File: config.mk
export PLATFORM = sky130hd
export DESIGN_NAME = pipeline_decode_forwarding
export DESIGN_NICKNAME = d
export VERILOG_FILES = /design/src/design/pdf_pkg.sv /design/src/design/pdf_regsel.sv /design/src/design/pdf_fwd.sv /design/src/design/pipeline_decode_forwarding.sv
export SDC_FILE = /design/constraint.sdc
export NUM_CORES = 1
export LEC_CHECK = 0
export ABC_AREA = 1
export BUFFER_PORTS_ARGS = -buffer_cell sky130_fd_sc_hd__buf_2
export CORE_AREA = 2 2 214 216
export DETAILED_ROUTE_END_ITERATION = 10
export DIE_AREA = 0 0 216 218
export MAX_ROUTING_LAYER = met4
export PLACE_DENSITY = 0.59
export SETUP_SLACK_MARGIN = 0.02
export SYNTH_ARGS = -nofsm -noshare
export SYNTH_HDL_FRONTEND = slang
export SYNTH_SLANG_ARGS = --single-unit
export TNS_END_PERCENT = 20
File: constraint.sdc
create_clock -name i_clk -period 11.6 [get_ports i_clk]
set_input_delay 1.74 -clock i_clk [delete_from_list [all_inputs] [get_ports i_clk]]
set_output_delay 1.74 -clock i_clk [all_outputs]
set_load 0.01 [all_outputs]
File: src/design/pdf_pkg.sv
// Shared types and constants for the pipeline decode and forwarding block.
package pdf_pkg;

    // Instruction codes
    typedef enum logic [3:0] {
        OP_HALT  = 4'd0,
        OP_NOP   = 4'd1,
        OP_RRMOV = 4'd2,
        OP_IRMOV = 4'd3,
        OP_RMMOV = 4'd4,
        OP_MRMOV = 4'd5,
        OP_ALU   = 4'd6,
        OP_JUMP  = 4'd7,
        OP_CALL  = 4'd8,
        OP_RET   = 4'd9,
        OP_PUSH  = 4'd10,
        OP_POP   = 4'd11
    } t_icode;

    localparam logic [3:0]  REG_SP       = 4'd4;
    localparam logic [3:0]  REG_NONE     = 4'd15;
    // Value seen for a source that lies outside the register file
    localparam logic [31:0] VAL_OUT_OF_FILE = 32'h0000_000f;

    // Register selection for one instruction
    typedef struct packed {
        logic [3:0] src_a;
        logic [3:0] src_b;
        logic [3:0] dst_e;
        logic [3:0] dst_m;
        logic       a_from_pc;   // call or jump: operand A is valP
    } t_regsel;

    // Destinations and values of the later stages
    typedef struct packed {
        logic [3:0]  mem_dst_m;
        logic [3:0]  mem_dst_e;
        logic [31:0] mem_val_e;
        logic [3:0]  wb_dst_m;
        logic [31:0] wb_val_m;
        logic [3:0]  wb_dst_e;
        logic [31:0] wb_val_e;
    } t_fwd_src;

    // Register file read, or the out-of-file marker for sources 8 and up
    function automatic logic [31:0] read_or_none(input logic [3:0] src,
                                                 input logic [31:0] file_val);
        return src[3] ? VAL_OUT_OF_FILE : file_val;
    endfunction

endpackage

File: src/design/pdf_regsel.sv
// Source and destination register selection per instruction code.
module pdf_regsel (
    input  logic [3:0]       i_icode,
    input  logic [7:0]       i_reg_specifier,
    output pdf_pkg::t_regsel o_sel
);
    import pdf_pkg::*;

    logic [3:0] ra;
    logic [3:0] rb;

    assign ra = i_reg_specifier[7:4];
    assign rb = i_reg_specifier[3:0];

    // Decode the opcode into register roles
    always_comb begin
        o_sel.src_a     = REG_NONE;
        o_sel.src_b     = REG_NONE;
        o_sel.dst_e     = REG_NONE;
        o_sel.dst_m     = REG_NONE;
        o_sel.a_from_pc = 1'b0;
        unique case (i_icode)
            OP_RRMOV: begin
                o_sel.src_a = ra;
                o_sel.dst_e = rb;
            end
            OP_IRMOV: begin
                o_sel.dst_e = rb;
            end
            OP_RMMOV: begin
                o_sel.src_a = ra;
                o_sel.src_b = rb;
            end
            OP_MRMOV: begin
                o_sel.src_b = rb;
                o_sel.dst_m = ra;
            end
            OP_ALU: begin
                o_sel.src_a = ra;
                o_sel.src_b = rb;
                o_sel.dst_e = rb;
            end
            OP_JUMP: begin
                o_sel.a_from_pc = 1'b1;
            end
            OP_CALL: begin
                o_sel.src_b     = REG_SP;
                o_sel.dst_e     = REG_SP;
                o_sel.a_from_pc = 1'b1;
            end
            OP_RET: begin
                o_sel.src_a = REG_SP;
                o_sel.src_b = REG_SP;
                o_sel.dst_e = REG_SP;
            end
            OP_PUSH: begin
                o_sel.src_a = ra;
                o_sel.src_b = REG_SP;
                o_sel.dst_e = REG_SP;
            end
            OP_POP: begin
                o_sel.src_a = REG_SP;
                o_sel.src_b = REG_SP;
                o_sel.dst_e = REG_SP;
                o_sel.dst_m = ra;
            end
            default: begin
                // halt, nop and undefined codes use no registers
            end
        endcase
    end

endmodule

File: src/design/pdf_fwd.sv
// Priority forwarding mux for one operand.
module pdf_fwd (
    input  logic [3:0]        i_src,
    input  logic [31:0]       i_file_val,
    input  pdf_pkg::t_fwd_src i_fwd,
    output logic [31:0]       o_val,
    output logic              o_pending
);
    import pdf_pkg::*;

    // Pick the newest producer; a pending load wins and gives no value yet
    always_comb begin
        o_pending = 1'b0;
        priority if (i_src == i_fwd.mem_dst_m) begin
            o_pending = 1'b1;
            o_val     = '0;
        end else if (i_src == i_fwd.mem_dst_e) begin
            o_val = i_fwd.mem_val_e;
        end else if (i_src == i_fwd.wb_dst_m) begin
            o_val = i_fwd.wb_val_m;
        end else if (i_src == i_fwd.wb_dst_e) begin
            o_val = i_fwd.wb_val_e;
        end else begin
            o_val = read_or_none(i_src, i_file_val);
        end
    end

endmodule

File: src/design/pipeline_decode_forwarding.sv
// Top level of the pipeline decode stage with operand forwarding.
//
// Each request is captured in an input register, decoded and forwarded by
// short combinational logic, and held in an output register until taken.
// A request passes the input register, then the result register, and one
// request is accepted every cycle while the output side does not stall;
// the two registers let a new request enter while a finished result waits.
module pipeline_decode_forwarding (
    input  logic        i_clk,
    input  logic        i_rst_n,
    // request channel
    input  logic        i_valid,
    output logic        o_stall,
    input  logic [3:0]  i_icode,
    input  logic [7:0]  i_reg_specifier,
    input  logic [31:0] i_next_pc,
    input  logic [3:0]  i_mem_dst_m,
    input  logic [3:0]  i_mem_dst_e,
    input  logic [31:0] i_mem_val_e,
    input  logic [3:0]  i_wb_dst_m,
    input  logic [31:0] i_wb_val_m,
    input  logic [3:0]  i_wb_dst_e,
    input  logic [31:0] i_wb_val_e,
    input  logic [31:0] i_reg_read_a,
    input  logic [31:0] i_reg_read_b,
    // result channel
    output logic        o_valid,
    input  logic        i_stall,
    output logic [3:0]  o_src_a,
    output logic [3:0]  o_src_b,
    output logic [3:0]  o_dst_e,
    output logic [3:0]  o_dst_m,
    output logic [31:0] o_val_a,
    output logic [31:0] o_val_b,
    output logic        o_a_from_execute,
    output logic        o_a_from_memory,
    output logic        o_b_from_execute,
    output logic        o_b_from_memory
);
    import pdf_pkg::*;

    // input register
    logic        r_in_valid;
    logic [3:0]  r_icode;
    logic [7:0]  r_reg_specifier;
    logic [31:0] r_next_pc;
    t_fwd_src    r_fwd;
    logic [31:0] r_reg_read_a;
    logic [31:0] r_reg_read_b;

    // result register
    logic        r_out_valid;
    logic [3:0]  r_src_a;
    logic [3:0]  r_src_b;
    logic [3:0]  r_dst_e;
    logic [3:0]  r_dst_m;
    logic [31:0] r_val_a;
    logic [31:0] r_val_b;
    logic        r_a_from_execute;
    logic        r_a_from_memory;
    logic        r_b_from_memory;

    logic        out_advance;
    logic        in_advance;
    t_regsel     sel;
    logic [31:0] fwd_val_a;
    logic        fwd_pend_a;
    logic [31:0] fwd_val_b;
    logic        fwd_pend_b;
    logic        n_out_valid;
    logic        n_in_valid;

    // Advance each stage when the one after it can take its contents
    assign out_advance = !r_out_valid || !i_stall;
    assign in_advance  = !r_in_valid || out_advance;
    assign o_stall     = !in_advance;

    assign n_in_valid  = in_advance ? i_valid : r_in_valid;
    assign n_out_valid = out_advance ? r_in_valid : r_out_valid;

    always_ff @(posedge i_clk) begin
        if (!i_rst_n) begin
            r_in_valid  <= 1'b0;
            r_out_valid <= 1'b0;
        end else begin
            r_in_valid  <= n_in_valid;
            r_out_valid <= n_out_valid;
        end
    end

    // Capture the request
    always_ff @(posedge i_clk) begin
        if (in_advance && i_valid) begin
            r_icode         <= i_icode;
            r_reg_specifier <= i_reg_specifier;
            r_next_pc       <= i_next_pc;
            r_fwd.mem_dst_m <= i_mem_dst_m;
            r_fwd.mem_dst_e <= i_mem_dst_e;
            r_fwd.mem_val_e <= i_mem_val_e;
            r_fwd.wb_dst_m  <= i_wb_dst_m;
            r_fwd.wb_val_m  <= i_wb_val_m;
            r_fwd.wb_dst_e  <= i_wb_dst_e;
            r_fwd.wb_val_e  <= i_wb_val_e;
            r_reg_read_a    <= i_reg_read_a;
            r_reg_read_b    <= i_reg_read_b;
        end
    end

    pdf_regsel u_regsel (
        .i_icode         (r_icode),
        .i_reg_specifier (r_reg_specifier),
        .o_sel           (sel)
    );

    pdf_fwd u_fwd_a (
        .i_src      (sel.src_a),
        .i_file_val (r_reg_read_a),
        .i_fwd      (r_fwd),
        .o_val      (fwd_val_a),
        .o_pending  (fwd_pend_a)
    );

    pdf_fwd u_fwd_b (
        .i_src      (sel.src_b),
        .i_file_val (r_reg_read_b),
        .i_fwd      (r_fwd),
        .o_val      (fwd_val_b),
        .o_pending  (fwd_pend_b)
    );

    // Load the result; call and jump pass valP as operand A
    always_ff @(posedge i_clk) begin
        if (out_advance && r_in_valid) begin
            r_src_a          <= sel.src_a;
            r_src_b          <= sel.src_b;
            r_dst_e          <= sel.dst_e;
            r_dst_m          <= sel.dst_m;
            r_val_a          <= sel.a_from_pc ? r_next_pc : fwd_val_a;
            r_val_b          <= fwd_val_b;
            r_a_from_execute <= !sel.a_from_pc;
            r_a_from_memory  <= !sel.a_from_pc && fwd_pend_a;
            r_b_from_memory  <= fwd_pend_b;
        end
    end

    assign o_valid          = r_out_valid;
    assign o_src_a          = r_src_a;
    assign o_src_b          = r_src_b;
    assign o_dst_e          = r_dst_e;
    assign o_dst_m          = r_dst_m;
    assign o_val_a          = r_val_a;
    assign o_val_b          = r_val_b;
    assign o_a_from_execute = r_a_from_execute;
    assign o_a_from_memory  = r_a_from_memory;
    assign o_b_from_execute = 1'b1;
    assign o_b_from_memory  = r_b_from_memory;

    // A call or jump never waits on a load for operand A
    a_pc_no_pending: assert property (@(posedge i_clk) disable iff (!i_rst_n)
        o_valid && !o_a_from_execute |-> !o_a_from_memory)
        else $error("operand A pending on call or jump");

    // A pending load gives a zero operand
    b_pending_zero: assert property (@(posedge i_clk) disable iff (!i_rst_n)
        o_valid && o_b_from_memory |-> o_val_b == 32'd0)
        else $error("operand B pending with nonzero value");

    // An accepted request occupies the input register next cycle
    in_capture: assert property (@(posedge i_clk) disable iff (!i_rst_n)
        i_valid && !o_stall |=> r_in_valid)
        else $error("accepted request lost");

    // A filled input register moves into the result when the output frees
    out_load: assert property (@(posedge i_clk) disable iff (!i_rst_n)
        r_in_valid && !(o_valid && i_stall) |=> o_valid)
        else $error("result register not loaded");

endmodule
==> results of run 1 <==
final cells by class:
class                   count  area, sq um  share of cell area [%]
inverters                 135          514                    3.09
multi-input cells         772         3450                    20.7
well taps                 600          751                    4.51
diodes                      4         10.0                  0.0602
clock inverters            17          189                    1.14
flip-flops and latches    305         9140                    54.9
clock buffers              44          972                    5.84
repair buffers            318         1620                    9.72
logic make-up after synthesis:
group	synth area share, %
and+or+nand+nor	21.6
other	0.0281
xor gates and xnor gates	0.985
DFF	68.5
AOI/OAI and AO/OA	2.77
buffers and inverters	6.11
worst register-to-register path: cells and delay by family, from the launching register on:
family | cells | cell delay, ps
and+or+nand+nor | 13 | 2960
buffers and inverters | 1 | 460
DFF | 1 | 460
state kept, by name, summed over array words and instances, names as in the netlist:
register / cells
o_a_from_execute: 1
o_a_from_memory: 1
o_b_from_memory: 1
o_dst_e: 4
o_dst_m: 4
o_src_a: 4
o_src_b: 4
o_val_a: 32
o_val_b: 32
o_valid: 1
r_fwd: 112
r_icode: 4
r_in_valid: 1
r_next_pc: 32
r_reg_read_a: 32
r_reg_read_b: 32
r_reg_specifier: 8
per-stage QoR:
step / std cells / instance area, sq um / hold WS [ps] / setup WS, ps
CTS: 2191 / 16600 / 514 / 7350
floorplan: 1276 / 13300 / 453 / 4770
global placement: 2130 / 15500 / 502 / 6800
detailed placement: 2130 / 15500 / 505 / 6770
finish: 2195 / 16600 / 515 / 7360
global route: 2195 / 16600 / 546 / 7150
final timing paths:
check | start | endpoint | cells past startpoint
worst min-delay path | r_next_pc[24] | o_val_a[24] | 2
worst max register to register | r_icode[2] | o_val_a[28] | 14
worst min register to register | r_next_pc[24] | o_val_a[24] | 2
worst max-delay path | i_stall | r_fwd[73] | 8
cell usage in the layout, fill, tap and decap left out, types with 2 or more instances in the layout:
master / Yosys / layout
dfxtp_1: 2 / 2
buf_4: 2 / 10
nor2_1: 81 / 81
xor2_1: 14 / 14
inv_2: 10 / 11
buf_2: 49 / 308
clkinv_1: 0 / 6
clkbuf_8: 0 / 2
bufinv_16: 0 / 4
edfxtp_1: 303 / 303
clkbuf_1: 13 / 5
nor2_4: 1 / 9
nand2_2: 11 / 15
clkinv_2: 0 / 3
o21ai_0: 33 / 33
clkinvlp_4: 0 / 3
nand3_1: 202 / 202
clkbuf_16: 0 / 37
a21oi_1: 39 / 38
nand2_1: 377 / 373
inv_1: 125 / 123
diode_2: 0 / 4
power by group through the flow:
stage	registers, uW	clock network [uW]	logic, uW
final	1330	1130	348
after global routing	1330	1200	387
after CTS	1330	1150	353
after detailed placement	1350	0	352
after global placement	1350	0	348
after floorplan	1360	0	184
metal layers:
metal	GRT usage (%)	vias to the layer above
met4	5.25	0
met1	23.4	4883
met5	-	-
met3	3.78	70
li1	-	4835
met2	31.2	439
==> out/metrics.cfg, run 1 <==
[status]
status = complete, no violations

[worst_setup_path]
worstPathRequired_ps = 11760
startpoint_type = primary input
worstPathCellList = buf_2 -> nand2_1 -> nor2_1 -> inv_1 -> nand2_1 -> inv_8 -> buf_4 -> buf_4
critPathBufInv = 5
cp_slowest_cell = buf_4
end_kind = register
critPathArrivalTime_ps = 4400
cpLargestDelayFamily = buffers and inverters
max_stage_delay_ps = 780
r2r_slack_ps = 7570
crit_type = primary input to register
cp_max_fo = 99

[clocking]
path_clk_slew_ps = 60
htree_num_levels = 2
cts_tree = yes
clk_latency_ps = 540
post_cts_buffers = 0
cts_buffers = 36
ctsHoldBuffers = 0
cts_buffer_depth = 3
numClockSinks = 305
ctsResizeCount = 0
cts-root-buf = clkbuf_16

[power]
p_sw_uw = 713
ir_drop_mv = 0.143
p_int_uw = 2090
switching_share_pct = 25.5
p_comb_share_pct = 12.4
p_leak_uw = 0.00733
finalPower_uw = 2800
clkPwrFrac_pct = 40.2
pwr-share-seq_pct = 47.4
p_per_area_nw_per_um2 = 168

[route]
drt_iter0_drc = 806
antenna_left = 0
wirelength_mm = 43.4
route.met2.wl_mm = 21.0
wl_met3_mm = 3.21
drc = 0
wl_met1_mm = 18.2
vias_per_cell = 4.66
wl_per_cell_um = 19.8
vias = 10200
top_layer_used = met4
firstDrtPassIters = 7

[hold_path]
hp-class = register to register

[logic_synthesis]
synth-edff-count = 303
syn_area_sq_um = 13300
yosys-top-cells-area = edfxtp_1 68%, nand2_1 11%, nand3_1 7.6%
ys_async_sr_fraction_pct = 0
synth_nets = 1500
yosysTopAreaCellShare_pct = 68.2
ys_warn_count = 0
yosys.area.top_type = edfxtp_1
synthCells = 1276
ys.flop_type = edfxtp_1
yosysMostFrequentCell = nand2_1
synth_seq_cells = 305
ys_types = 21
postSynthAreaPerCell_sq_um = 10.5
ys_seq_area_share_pct = 68.5
netlist_top_cells_count = 377 x nand2_1, 303 x edfxtp_1, 202 x nand3_1, 125 x inv_1, 81 x nor2_1

[timing]
final-hold-violation-count = 0
tightest_slew_ps = 1180
final-setup-viol-count = 0
slew_viol_final = 0
min_period_ps = 4240
rsz0062_at_grt = false
slew_headroom_pct = 20.8
fin_tns_setup_ps = 0
finClkSkew_ps = 14.6
clock.fmax_mhz = 236
fin_crit_sh_pct = 36.6

[final_layout]
final_nets = 1792
final_core_util_pct = 37.1
syn2layout_area_growth_pct = 24.7
layout-drive-gt1-share_pct = 25.6
fillers = 4489

[floorplanning]
dieArea_sq_um = 47100
dieWidth_um = 216
coreArea_sq_um = 44900
die_y_um = 218
rows = 78
ios = 310
start_util_pct = 29.7

[placed_design]
port_buffers = 308
routabilityCongestion = 0.865
hpwl_mm = 28.5

[global_routing]
grt_max_degree = 100
grt_pass1_wl_mm = 63.3
grt-ovfl-total = 0
grt.total_usage_pct = 18.8
grt_pass1_vias = 10300
antenna_found_initial = 4

[run]
maxCapViolCount = 0

Note: power is estimated with default switching activity, not from simulation.
==> run 2, diff against run 1 <==
--- a/config.mk
+++ b/config.mk
@@ -5,13 +5,13 @@
 export SDC_FILE = /design/constraint.sdc
 export NUM_CORES = 1
 export LEC_CHECK = 0
-export ABC_AREA = 1
+export ABC_AREA = 0
 export BUFFER_PORTS_ARGS = -buffer_cell sky130_fd_sc_hd__buf_2
 export CORE_AREA = 2 2 214 216
 export DETAILED_ROUTE_END_ITERATION = 10
 export DIE_AREA = 0 0 216 218
 export MAX_ROUTING_LAYER = met4
-export PLACE_DENSITY = 0.59
+export PLACE_DENSITY = 0.61
 export SETUP_SLACK_MARGIN = 0.02
 export SYNTH_ARGS = -nofsm -noshare
 export SYNTH_HDL_FRONTEND = slang
==> constraint.sdc (replaced) <==
create_clock -name i_clk -period 3.6 [get_ports i_clk]
set_input_delay 0.54 -clock i_clk [delete_from_list [all_inputs] [get_ports i_clk]]
set_output_delay 0.54 -clock i_clk [all_outputs]
set_load 0.01 [all_outputs]
==> run 2 against run 1 <==
  * Sequential power increased to 3.2 times the previous value
  * Largest power group unchanged
  * Clock skew increased by 4.8 ps
  * Non-clock buffer count increased by 24
  * Area after synthesis about the same
  * Hold slack got worse by 350 ps
  * Wire length decreased by 6.0%
  * Utilization increased by 0.93 points
  * Critical path type is now register to register
  * First-iteration DRC count increased by 3.0%
  * Register-to-register slack got worse by 7300 ps
  * Global-route usage decreased by 1.3 points
==> out/metrics.cfg, run 2 <==
[logic_synthesis]
synth-edff-count = 303
yosys-top-cells-area = edfxtp_1 68%, mux2_4 3.1%, nand2_1 2.7%
synthAdderAreaFrac_pct = 0
ys_async_sr_fraction_pct = 0
postSynthAreaPerCell_sq_um = 13.8
netlist_top_cells_count = 303 x edfxtp_1, 95 x nand2_1, 75 x nor2_1, 51 x clkbuf_1, 42 x a21oi_1
synth_xor_area_share_pct = 1.98
synth_nets = 1191
yosys.area_share.simple_pct = 9.48
synth_compound_area_share_pct = 13.2
ys.flop_type = edfxtp_1
ys_types = 59
synthCells = 967
syn_area_sq_um = 13400
ys_warn_count = 0
synthMuxAreaShare_pct = 3.30
ys_seq_area_share_pct = 68.4
yosysTopAreaCellShare_pct = 68.1
synth_seq_cells = 305
yosysMostFrequentCell = edfxtp_1
yosys.area.top_type = edfxtp_1
synth_top_family_by_area = compound AO/OA/AOI/OAI gates

[final_layout]
largest_reg_flops = 112
final_cells = 1907
final_common_cell = buf_2
top_register = r_fwd
syn2layout_area_growth_pct = 27.8
mostFrequentLayoutCells = 308 x buf_2, 303 x edfxtp_1, 95 x nand2_1
layout-drive-gt1-share_pct = 35.2
final_nets = 1501
final_core_util_pct = 38.0

[worst_setup_path]
rr_startpoint = r_icode[0]
worstPathRequired_ps = 4010
reg2reg_depth = 9
r2r_end = o_val_a[12]
startpoint_type = register
crit_type = register to register
cp_max_fo = 28
critPathArrivalTime_ps = 3770
end_kind = register
r2r_slack_ps = 240

[timing]
fin_tns_setup_ps = 0
slew_viol_final = 0
finClkSkew_ps = 19.3
tightest_slew_ps = 1060
fin_crit_sh_pct = 93.2
final-setup-viol-count = 0
rsz0062_at_grt = false
final-hold-violation-count = 0
clock.fmax_mhz = 298
worst_slack_ps = 243
min_period_ps = 3360
slew_headroom_pct = 29.4

[clocking]
cts_buffers = 37
ctsResizeCount = 0
cts_tree = yes
cts-root-buf = clkbuf_16
htree_num_levels = 2
path_clk_slew_ps = 60
post_cts_buffers = 0
numClockSinks = 305
ctsHoldBuffers = 0
clk_latency_ps = 550
cts_buffer_depth = 3

[route]
vias = 9495
vias_per_cell = 4.98
wirelength_mm = 40.8
drt_iter0_drc = 830
wl_per_cell_um = 21.4
drc = 0
antenna_left = 0
firstDrtPassIters = 6

[placed_design]
routabilityCongestion = 0.823
dp_cells = 1838
port_buffers = 308
post-place-ws_ps = 268
hpwl_mm = 28.2

[hold_path]
hp-class = primary input to register
hold_start = i_next_pc[14]
hold_depth = 1
min_to = r_next_pc[14]

[floorplanning]
ios = 310
dieWidth_um = 216
die_y_um = 218
dieArea_sq_um = 47100
rows = 78
start_util_pct = 29.7
coreArea_sq_um = 44900

[global_routing]
grt_pass1_wl_mm = 59.7
grt_max_degree = 82
grt-ovfl-total = 0
grt.total_usage_pct = 17.5
antenna_found_initial = 2
grt_pass1_vias = 9438

[run]
maxCapViolCount = 0

[power]
p_per_area_nw_per_um2 = 554
clkPwrFrac_pct = 42.8
p_sw_uw = 2290
p_comb_share_pct = 11.6
switching_share_pct = 24.3
p_leak_uw = 0.00650
p_int_uw = 7150
ir_drop_mv = 0.362
pwr-share-seq_pct = 45.6

[status]
status = complete, no violations

==> run 2: how the worst max path moves through the flow <==
stage / startpoint / to / slack (ps) / depth (start not counted)
floorplan: i_stall / r_fwd[0] / -810 / 2
global placement: r_icode[0] / o_val_a[16] / 380 / 9
detailed placement: r_icode[0] / o_val_a[15] / 270 / 9
CTS: r_icode[0] / o_val_a[15] / 260 / 9
global route: r_icode[0] / o_val_a[12] / 40 / 9
finish: r_icode[0] / o_val_a[12] / 240 / 9
==> run 2: layer usage <==
layer | track usage, % | part of all wire, %
met4 | 6.26 | 2.5
met1 | 22.4 | 42
met3 | 2.65 | 6.2
met5 | - | 0
met2 | 28.4 | 49
==> run 2: cell families after synthesis <==
logic type,count (synthesis)
flops,305
simple gates,253
compound gates,243
buf+inv,107
mux,30
xor+xnor,28
other cells,1
==> run 2: area by class of cell <==
type                    instances  area [sq um]
clock inverters                25           332
repair buffers                342          1900
clock buffers                  43           991
diodes                          1          2.50
well taps                     600           751
fillers                      4293         27800
multi-input cells             555          3810
flip-flops and latches        305          9140
inverters                      36           135
==> run 2: power groups by stage <==
stage | Sequential, uW | Clock, uW | Combinational, uW
after floorplan | 4380 | 0 | 624
after global placement | 4380 | 0 | 1070
after detailed placement | 4380 | 0 | 1100
after CTS | 4310 | 4140 | 1100
after global routing | 4330 | 4280 | 1190
final | 4310 | 4040 | 1100
==> run 2: through the flow <==
| stage | area (sq um) | total power [uW] | hold WS (ps) |
|---|---|---|---|
| final | 17100 | 9450 | 166 |
| after CTS | 17100 | 9550 | 126 |
| after detailed placement | 15700 | 5480 | 524 |
| after floorplan | 13400 | 5010 | 474 |
| after global placement | 15700 | 5450 | 495 |
| after global routing | 17100 | 9800 | 138 |
==> run 2: worst max-delay path, stage by stage (launching register included) <==
cell and delay (ps):
edfxtp_1 560, buf_4 240, or4b_4 520, o311ai_4 110, inv_2 120, xnor2_1 150, nand4_1 220, o21bai_4 860
a221o_1 230, a32o_1 160
